[config.mk]
export PLATFORM = sky130hd
export DESIGN_NAME = sorted_record_list
export DESIGN_NICKNAME = d
export VERILOG_FILES = /design/src/srl_pkg.sv /design/src/srl_mem.sv /design/src/sorted_record_list.sv
export SDC_FILE = /design/constraint.sdc
export NUM_CORES = 2
export LEC_CHECK = 0
export BUFFER_PORTS_ARGS = -buffer_cell sky130_fd_sc_hd__buf_2
export CORE_ASPECT_RATIO = 2
export CORE_MARGIN = 5
export CORE_UTILIZATION = 65
export CTS_CLUSTER_DIAMETER = 100
export CTS_CLUSTER_SIZE = 16
export DETAILED_ROUTE_END_ITERATION = 8
export HOLD_SLACK_MARGIN = 0.08
export PLACE_DENSITY_LB_ADDON = 0.15
export SETUP_SLACK_MARGIN = 0.4
export SKIP_LAST_GASP = 1
export SLEW_MARGIN = 15
export SYNTH_ARGS = -nofsm -noshare
export SYNTH_HDL_FRONTEND = slang
export SYNTH_SLANG_ARGS = --single-unit
[constraint.sdc]
create_clock -name i_clk -period 13.49 [get_ports i_clk]
set_input_delay 2.698 -clock i_clk [delete_from_list [all_inputs] [get_ports i_clk]]
set_output_delay 2.698 -clock i_clk [all_outputs]
set_load 0.05 [all_outputs]
[src/srl_pkg.sv]
`default_nettype none
// ----------------------------------------------------------------------------
// Sorted record list package
// Shared field widths, action and status codes, and parameter defaults for
// the sorted record list and its record store.
// ----------------------------------------------------------------------------
package srl_pkg;

    // Parameter defaults.
    localparam int DEPTH_DEF      = 64;
    localparam int SCORE_BITS_DEF = 16;

    // Fixed field widths of the command and result ports.
    localparam int ID_W       = 16;
    localparam int IN_SCORE_W = 16;
    localparam int HOURS_W    = 8;
    localparam int IDX_W      = 6;
    localparam int ACTION_W   = 3;
    localparam int STATUS_W   = 2;

    // Action codes.
    localparam logic [ACTION_W-1:0] ACT_APPEND = 3'd0;
    localparam logic [ACTION_W-1:0] ACT_INSERT = 3'd1;
    localparam logic [ACTION_W-1:0] ACT_SORT   = 3'd2;
    localparam logic [ACTION_W-1:0] ACT_READ   = 3'd3;
    localparam logic [ACTION_W-1:0] ACT_CLEAR  = 3'd4;

    // Status codes.
    localparam logic [STATUS_W-1:0] ST_OK        = 2'd0;
    localparam logic [STATUS_W-1:0] ST_FULL      = 2'd1;
    localparam logic [STATUS_W-1:0] ST_BAD_INDEX = 2'd2;

    // Width of one stored record: id, score and hours packed together.
    function automatic int rec_width(input int score_bits);
        return ID_W + score_bits + HOURS_W;
    endfunction

endpackage
`default_nettype wire

[src/srl_mem.sv]
`default_nettype none
// ----------------------------------------------------------------------------
// Sorted record list store
// Record memory with one write port and one read port. Read data is
// registered and appears in the cycle after the address.
// ----------------------------------------------------------------------------
module srl_mem #(
    parameter int DEPTH = srl_pkg::DEPTH_DEF,
    parameter int WIDTH = srl_pkg::rec_width(srl_pkg::SCORE_BITS_DEF),
    localparam int AW   = $clog2(DEPTH)
) (
    input  wire logic             i_clk,
    input  wire logic             i_wr_en,
    input  wire logic [AW-1:0]    i_wr_addr,
    input  wire logic [WIDTH-1:0] i_wr_data,
    input  wire logic [AW-1:0]    i_rd_addr,
    output logic      [WIDTH-1:0] o_rd_data
);

    logic [WIDTH-1:0] mem [DEPTH];
    logic [WIDTH-1:0] r_rd_data;

    // Write port.
    always_ff @(posedge i_clk) begin
        if (i_wr_en) begin
            mem[i_wr_addr] <= i_wr_data;
        end
    end

    // Registered read port.
    always_ff @(posedge i_clk) begin
        r_rd_data <= mem[i_rd_addr];
    end

    assign o_rd_data = r_rd_data;

endmodule
`default_nettype wire

[src/sorted_record_list.sv]
`default_nettype none
// ----------------------------------------------------------------------------
// Sorted record list
// Bounded list of (id, score, hours) records held in a memory. Supports
// append, sorted insert, stable descending sort, indexed read and clear.
// One score comparator is reused by a small sequencer for every search step.
// ----------------------------------------------------------------------------
//  Channel   Handshake              Signals
//  command   start & !busy          i_action, i_rec_id, i_rec_score,
//                                   i_rec_hours, i_read_index
//  result    o_done, one cycle      o_status, o_entry_count, o_out_id,
//                                   o_out_score, o_out_hours
//
//  Append, clear, unused actions, rejected transactions and a sort of at most
//  one record finish straight from idle. A read, an insert and a longer sort
//  step through the sequencer states; their length is set by the single
//  memory read port and its registered read data.
//  Reset is synchronous and active low; it empties the list.
//  Busy stays high while a transaction is in progress; the receiver cannot
//  stall, the result is shown for exactly the cycle o_done is high.
// ----------------------------------------------------------------------------
module sorted_record_list #(
    parameter int DEPTH      = srl_pkg::DEPTH_DEF,
    parameter int SCORE_BITS = srl_pkg::SCORE_BITS_DEF,
    localparam int CW        = $clog2(DEPTH + 1)
) (
    input  wire logic                            i_clk,
    input  wire logic                            i_rst_n,
    input  wire logic                            start,
    output logic                                 busy,
    input  wire logic [srl_pkg::ACTION_W-1:0]    i_action,
    input  wire logic [srl_pkg::ID_W-1:0]        i_rec_id,
    input  wire logic [srl_pkg::IN_SCORE_W-1:0]  i_rec_score,
    input  wire logic [srl_pkg::HOURS_W-1:0]     i_rec_hours,
    input  wire logic [srl_pkg::IDX_W-1:0]       i_read_index,
    output logic                                 o_done,
    output logic      [srl_pkg::STATUS_W-1:0]    o_status,
    output logic      [CW-1:0]                   o_entry_count,
    output logic      [srl_pkg::ID_W-1:0]        o_out_id,
    output logic      [srl_pkg::IN_SCORE_W-1:0]  o_out_score,
    output logic      [srl_pkg::HOURS_W-1:0]     o_out_hours
);

    import srl_pkg::*;

    localparam int AW    = $clog2(DEPTH);
    localparam int RW    = ID_W + SCORE_BITS + HOURS_W;
    localparam int SC_LO = HOURS_W;
    localparam int ID_LO = HOURS_W + SCORE_BITS;
    localparam int XW    = (CW > IDX_W) ? CW : IDX_W;
    localparam int EW    = SCORE_BITS + IN_SCORE_W;

    typedef enum logic [9:0] {
        S_IDLE     = 10'b00_0000_0001,
        S_READ_WT  = 10'b00_0000_0010,
        S_SCAN_RD  = 10'b00_0000_0100,
        S_SCAN_CK  = 10'b00_0000_1000,
        S_SHIFT_RD = 10'b00_0001_0000,
        S_SHIFT_WR = 10'b00_0010_0000,
        S_SORT_LD  = 10'b00_0100_0000,
        S_SORT_KEY = 10'b00_1000_0000,
        S_SORT_RD  = 10'b01_0000_0000,
        S_SORT_CK  = 10'b10_0000_0000
    } t_state;

    t_state               r_state, n_state;
    logic [CW-1:0]        r_count, n_count;
    logic [CW-1:0]        r_pos,   n_pos;
    logic [CW-1:0]        r_k,     n_k;
    logic [CW-1:0]        r_i,     n_i;
    logic [CW-1:0]        r_j,     n_j;
    logic [RW-1:0]        r_rec,   n_rec;
    logic                 r_done,  n_done;
    logic [STATUS_W-1:0]  r_status, n_status;
    logic [ID_W-1:0]      r_out_id, n_out_id;
    logic [IN_SCORE_W-1:0] r_out_score, n_out_score;
    logic [HOURS_W-1:0]   r_out_hours, n_out_hours;

    logic                 wr_en;
    logic [AW-1:0]        wr_addr;
    logic [RW-1:0]        wr_data;
    logic [AW-1:0]        rd_addr;
    logic [RW-1:0]        rd_data;

    logic [EW-1:0]        in_score_ext;
    logic [RW-1:0]        in_rec;
    logic [EW-1:0]        rd_score_ext;
    logic                 rd_lt;
    logic                 full;
    logic [XW-1:0]        idx_ext;
    logic                 idx_bad;
    logic [CW-1:0]        k_m1;
    logic [CW-1:0]        j_m1;

    // Record store.
    srl_mem #(
        .DEPTH (DEPTH),
        .WIDTH (RW)
    ) u_mem (
        .i_clk     (i_clk),
        .i_wr_en   (wr_en),
        .i_wr_addr (wr_addr),
        .i_wr_data (wr_data),
        .i_rd_addr (rd_addr),
        .o_rd_data (rd_data)
    );

    // Incoming record with the score fitted to the stored width.
    assign in_score_ext = {{SCORE_BITS{1'b0}}, i_rec_score};
    assign in_rec       = {i_rec_id, in_score_ext[SCORE_BITS-1:0], i_rec_hours};
    assign rd_score_ext = {{IN_SCORE_W{1'b0}}, rd_data[SC_LO +: SCORE_BITS]};

    // Shared comparator: stored score below the held record's score.
    assign rd_lt = rd_data[SC_LO +: SCORE_BITS] < r_rec[SC_LO +: SCORE_BITS];

    assign full    = (r_count == CW'(DEPTH));
    assign idx_ext = XW'(i_read_index);
    assign idx_bad = idx_ext >= XW'(r_count);
    assign k_m1    = r_k - CW'(1);
    assign j_m1    = r_j - CW'(1);

    // Sequencer next-state and memory port control.
    always_comb begin
        n_state     = r_state;
        n_count     = r_count;
        n_pos       = r_pos;
        n_k         = r_k;
        n_i         = r_i;
        n_j         = r_j;
        n_rec       = r_rec;
        n_done      = 1'b0;
        n_status    = r_status;
        n_out_id    = r_out_id;
        n_out_score = r_out_score;
        n_out_hours = r_out_hours;
        wr_en       = 1'b0;
        wr_addr     = r_count[AW-1:0];
        wr_data     = r_rec;
        rd_addr     = r_pos[AW-1:0];

        case (r_state)
            S_IDLE: begin
                if (start) begin
                    n_status    = ST_OK;
                    n_out_id    = '0;
                    n_out_score = '0;
                    n_out_hours = '0;
                    n_rec       = in_rec;
                    case (i_action)
                        ACT_APPEND: begin
                            n_done = 1'b1;
                            if (full) begin
                                n_status = ST_FULL;
                            end else begin
                                wr_en   = 1'b1;
                                wr_addr = r_count[AW-1:0];
                                wr_data = in_rec;
                                n_count = r_count + CW'(1);
                            end
                        end
                        ACT_INSERT: begin
                            if (full) begin
                                n_done   = 1'b1;
                                n_status = ST_FULL;
                            end else begin
                                n_pos   = '0;
                                n_state = S_SCAN_RD;
                            end
                        end
                        ACT_SORT: begin
                            if (r_count <= CW'(1)) begin
                                n_done = 1'b1;
                            end else begin
                                n_i     = CW'(1);
                                n_state = S_SORT_LD;
                            end
                        end
                        ACT_READ: begin
                            if (idx_bad) begin
                                n_done   = 1'b1;
                                n_status = ST_BAD_INDEX;
                            end else begin
                                rd_addr = idx_ext[AW-1:0];
                                n_state = S_READ_WT;
                            end
                        end
                        ACT_CLEAR: begin
                            n_done  = 1'b1;
                            n_count = '0;
                        end
                        default: begin
                            n_done = 1'b1;
                        end
                    endcase
                end
            end

            // Read data is back; report it.
            S_READ_WT: begin
                n_done      = 1'b1;
                n_out_id    = rd_data[ID_LO +: ID_W];
                n_out_score = rd_score_ext[IN_SCORE_W-1:0];
                n_out_hours = rd_data[HOURS_W-1:0];
                n_state     = S_IDLE;
            end

            // Insert: search from the head for the first lower score.
            S_SCAN_RD: begin
                if (r_pos == r_count) begin
                    n_k     = r_count;
                    n_state = S_SHIFT_RD;
                end else begin
                    rd_addr = r_pos[AW-1:0];
                    n_state = S_SCAN_CK;
                end
            end

            S_SCAN_CK: begin
                if (!rd_lt) begin
                    n_pos   = r_pos + CW'(1);
                    n_state = S_SCAN_RD;
                end else begin
                    n_k     = r_count;
                    n_state = S_SHIFT_RD;
                end
            end

            // Insert: move the tail up one slot, then drop the record in.
            S_SHIFT_RD: begin
                if (r_k == r_pos) begin
                    wr_en   = 1'b1;
                    wr_addr = r_pos[AW-1:0];
                    wr_data = r_rec;
                    n_count = r_count + CW'(1);
                    n_done  = 1'b1;
                    n_state = S_IDLE;
                end else begin
                    rd_addr = k_m1[AW-1:0];
                    n_state = S_SHIFT_WR;
                end
            end

            S_SHIFT_WR: begin
                wr_en   = 1'b1;
                wr_addr = r_k[AW-1:0];
                wr_data = rd_data;
                n_k     = k_m1;
                n_state = S_SHIFT_RD;
            end

            // Sort: pick up the next key record.
            S_SORT_LD: begin
                if (r_i == r_count) begin
                    n_done  = 1'b1;
                    n_state = S_IDLE;
                end else begin
                    rd_addr = r_i[AW-1:0];
                    n_state = S_SORT_KEY;
                end
            end

            S_SORT_KEY: begin
                n_rec   = rd_data;
                n_j     = r_i;
                n_state = S_SORT_RD;
            end

            // Sort: walk toward the head past lower scores.
            S_SORT_RD: begin
                if (r_j == '0) begin
                    wr_en   = 1'b1;
                    wr_addr = '0;
                    wr_data = r_rec;
                    n_i     = r_i + CW'(1);
                    n_state = S_SORT_LD;
                end else begin
                    rd_addr = j_m1[AW-1:0];
                    n_state = S_SORT_CK;
                end
            end

            S_SORT_CK: begin
                wr_en   = 1'b1;
                wr_addr = r_j[AW-1:0];
                if (rd_lt) begin
                    wr_data = rd_data;
                    n_j     = j_m1;
                    n_state = S_SORT_RD;
                end else begin
                    wr_data = r_rec;
                    n_i     = r_i + CW'(1);
                    n_state = S_SORT_LD;
                end
            end

            default: begin
                n_state = S_IDLE;
            end
        endcase
    end

    // Control registers.
    always_ff @(posedge i_clk) begin
        if (!i_rst_n) begin
            r_state <= S_IDLE;
            r_count <= '0;
            r_done  <= 1'b0;
        end else begin
            r_state <= n_state;
            r_count <= n_count;
            r_done  <= n_done;
        end
    end

    // Working and result payload registers.
    always_ff @(posedge i_clk) begin
        r_pos       <= n_pos;
        r_k         <= n_k;
        r_i         <= n_i;
        r_j         <= n_j;
        r_rec       <= n_rec;
        r_status    <= n_status;
        r_out_id    <= n_out_id;
        r_out_score <= n_out_score;
        r_out_hours <= n_out_hours;
    end

    assign busy          = (r_state != S_IDLE);
    assign o_done        = r_done;
    assign o_status      = r_status;
    assign o_entry_count = r_count;
    assign o_out_id      = r_out_id;
    assign o_out_score   = r_out_score;
    assign o_out_hours   = r_out_hours;

endmodule
`default_nettype wire

==> impl_metrics.csv <==
group,metric,value,unit
synthesis,yosysTopAreaCell,"edfxtp_1",
clocking,cts_tree,"built",
drt,drc_errors,0,
synthesis,ys_ff_latch,2728,
power_and_ir_drop,power.internal,0.0124,W
drt,vias,52600,
clocking,postCtsSetupBuffers,0,
timing,max_slew_margin,0.167,
floorplan,core.rowCount,208,
floorplan,die_y,578,µm
drt,postRouteAntennaNets,0,
drt,wl_per_cell,37.3,µm
worst_setup_path,critPathArrivalTime,8.16,ns
global_routing,grt_first_pass_wirelength,383,mm
place,gp_congestion,0.930,
worst_setup_path,worstSetupStartpointType,"input port",
floorplan,io_pins,103,
global_routing,antenna_found_initial,10,
synthesis,synth-seq-area-share,0.777,
clocking,cts_sinks,2728,
outcome,status,"completed",
worst_setup_path,crit_type,"in2reg",
global_routing,grt_max_degree,123,
worst_setup_path,rr_startpoint,"o_entry_count[2]",
final_layout,design_area,114000,µm²
clocking,cts_resized,0,
clocking,cts_max_path_buffers,4,
drt,drt-initial-drc-count,7162,
worst_setup_path,critPathMaxFanout,78,
timing,setup_violations,0,
synthesis,ys_types,64,
clocking,cts-root-buf,"clkbuf_16",
place,place_ws,5.40,ns
timing,post-route-min-period,7.38,ns
timing,setup-tns-final,0,ns
worst_setup_path,critPathLaunch,"i_read_index[2]",
worst_setup_path,cp-end-kind,"flip-flop",
final_layout,final_net_count,5064,
power_and_ir_drop,swShare,0.204,
floorplan,fp.dieW,294,µm
worst_setup_path,cp.required,14.27,ns
global_routing,grt_pass1_vias,52800,
clocking,clock_latency,0.85,ns
synthesis,async_reset_ff_frac,0,
global_routing,globalRouteOverflowTotal,0,
timing,tightest_slew,1.25,ns
drt,drt-total-wl,270,mm
timing,period_share,0.547,
clocking,cts_hold_buf,0,
synthesis,ys_warn_count,0,
global_routing,grt_usage,0.319,
drt,drt_first_pass_iters,6,
power_and_ir_drop,p_seq_frac,0.609,
place,hpwl,145,mm
clocking,cts_buffers,196,
synthesis,synth_top_area_share,0.765,
worst_setup_path,timing.rr.end,"u_mem.o_rd_data[26]",
synthesis,syn_area,105000,µm²
place,place_area,108000,µm²
final_layout,multi_input_area,22300,µm²
flow_run,drv_cap,0,
power_and_ir_drop,switching_power,0.00316,W
drt,via_per_inst,7.27,
power_and_ir_drop,p_leak,35.7,nW
timing,drv_slew,0,
worst_setup_path,r2r_cells,13,
timing,rsz0062_at_grt,"no",
synthesis,synth_area_leaders,"edfxtp_1 (77%), mux4_2 (14%), o22ai_1 (1.9%)",
worst_hold_path,hp-class,"reg2reg",
final_layout,layout-drive-gt1-share,0.242,
worst_setup_path,endpoint,"u_mem.o_rd_data[26]",
power_and_ir_drop,pwr-share-comb,0.037,
synthesis,syn_nets,4883,
clocking,htree_levels,4,
timing,worst_clock_skew,0.0581,ns
synthesis,syn_inst,4802,
place,port_buffers,102,
timing,layout_setup_ws,6.11,ns
clocking,clkSlewWorstSetupHoldPaths,0.07,ns
synthesis,syn_avg_cell_area,21.8,µm²
floorplan,coreArea,160000,µm²
final_layout,syn_to_final_growth,8.45,%
timing,finalHoldViolCount,0,
final_layout,n_fill_cell,9373,
synthesis,synth_edf_count,2670,
worst_setup_path,rrSetupSlack,7.34,ns
timing,fmax,0.136,GHz
floorplan,start_util,0.653,
synthesis,ys.flop_type,"edfxtp_1",
final_layout,register_area,81300,µm²
power_and_ir_drop,peakVddDrop,0.106,mV
floorplan,die-area,170000,µm²
power_and_ir_drop,clockPowerShare,0.354,
power_and_ir_drop,power_density,137,nW/µm²
==> worst min path at each step <==
stage,to,slack (ns),startpoint,cells after the start
3_3_place_gp,o_out_id[8],0.61,u_mem.o_rd_data[32],1
3_5_place_dp,o_out_id[8],0.61,u_mem.o_rd_data[32],1
5_1_grt,o_out_id[3],0.66,u_mem.o_rd_data[27],1
6_report,o_out_id[8],0.64,u_mem.o_rd_data[32],1
2_1_floorplan,o_out_hours[0],0.53,u_mem.o_rd_data[0],1
4_1_cts,o_out_id[8],0.63,u_mem.o_rd_data[32],1
==> power groups by stage <==
stage / Sequential [W] / Combinational (W) / Clock (W)
floorplan: 0.00966 / 0.000340 / 0
global placement: 0.00965 / 0.000552 / 0
detailed placement: 0.00965 / 0.000572 / 0
CTS: 0.00946 / 0.000572 / 0.00555
global route: 0.00946 / 0.000613 / 0.00589
finish: 0.00946 / 0.000575 / 0.00549
==> worst max-delay path, stage by stage <==
cell       delay (ns)
buf_2            0.12
ha_1             0.32
a21oi_1          0.16
o21ai_0          0.20
a2111oi_4        0.62
nand2_1          0.23
nand3_4          0.63
buf_4            0.71
buf_4            0.99
mux4_2           0.39
o22ai_1          0.11
or4_1            0.65
nor2_1           0.15
==> layout by cell type, fill, tap and decap left out, types with 64 or more instances in the layout <==
| master | Yosys | layout |
|---|---|---|
| edfxtp_1 | 2670 | 2670 |
| mux4_2 | 640 | 640 |
| o22ai_1 | 323 | 323 |
| clkbuf_16 | 0 | 201 |
| buf_4 | 26 | 140 |
| clkbuf_1 | 73 | 135 |
| buf_2 | 110 | 103 |
| nor2_1 | 155 | 91 |
| or4_1 | 84 | 84 |
| nand2_1 | 96 | 79 |
| nor2_4 | 0 | 64 |
==> cell usage after synthesis (all sizes together) (5+ instances only) <==
| library cell | number |
|---|---|
| o21ai | 54 |
| buf | 187 |
| a21o | 48 |
| nand3 | 61 |
| ha | 29 |
| mux4 | 640 |
| or4 | 84 |
| a211o | 5 |
| o22ai | 323 |
| nor4 | 11 |
| xor2 | 27 |
| a221oi | 7 |
| xnor2 | 22 |
| dfxtp | 58 |
| edfxtp | 2670 |
| a221o | 7 |
| nand2 | 96 |
| nor3b | 5 |
| inv | 32 |
| nand4 | 11 |
| nor3 | 15 |
| mux2 | 40 |
| a21oi | 19 |
| nor2 | 156 |
| and3 | 7 |
| nor2b | 8 |
| a211oi | 7 |
| clkbuf | 77 |
| and2 | 55 |
==> routing by layer <==
metal / vias up / GRT usage / wire length, µm
met4: 2 / 0.125 / 12800
met3: 679 / 0.0541 / 27600
met1: 27700 / 0.427 / 90500
met2: 3573 / 0.536 / 139000
li1: 20600 / - / -
met5: - / 0 / 13
==> final cells by class <==
type                       instances  area share
clock buffer                     336      0.0487
multi-input combinational       1778       0.196
timing repair buffer             247      0.0145
sequential                      2728       0.716
inverter                          32     0.00106
clock inverter                     3    0.000363
tap                             2100      0.0231
antenna                           12    0.000264
==> per-stage QoR <==
step / hold slack, ns / utilization / instances / total power [W]
after floorplan: 0.526 / - / 4802 / 0.0100
after global placement: 0.613 / 0.674 / 6884 / 0.0102
after detailed placement: 0.612 / 0.674 / 6884 / 0.0102
after CTS: 0.631 / 0.708 / 7223 / 0.0156
after global routing: 0.658 / 0.709 / 7231 / 0.0160
final: 0.636 / 0.709 / 7236 / 0.0155
==> flip-flops by register name (all words and copies together), names as in the netlist <==
name / flops
r_state: 10
o_entry_count: 7
r_k: 7
o_out_id: 16
o_status: 2
r_rec: 40
r_j: 7
u_mem.o_rd_data: 40
r_i: 7
r_pos: 7
o_out_score: 16
o_done: 1
u_mem.mem: 2560
o_out_hours: 8
==> cell families (layout without fill, tap and decap cells) <==
family | after synthesis | after routing | synth area share
other | 0 | 12 | 0
xor gates and xnor gates | 49 | 49 | 0.00410
DFF | 2728 | 2728 | 0.777
muxes | 684 | 684 | 0.142
adders and majority gates | 29 | 29 | 0.00346
and+or+nand+nor | 530 | 530 | 0.0266
AOI/OAI and AO/OA | 486 | 486 | 0.0302
buffers and inverters | 296 | 618 | 0.0167
No activity file was read; power rests on OpenSTA's default activity.
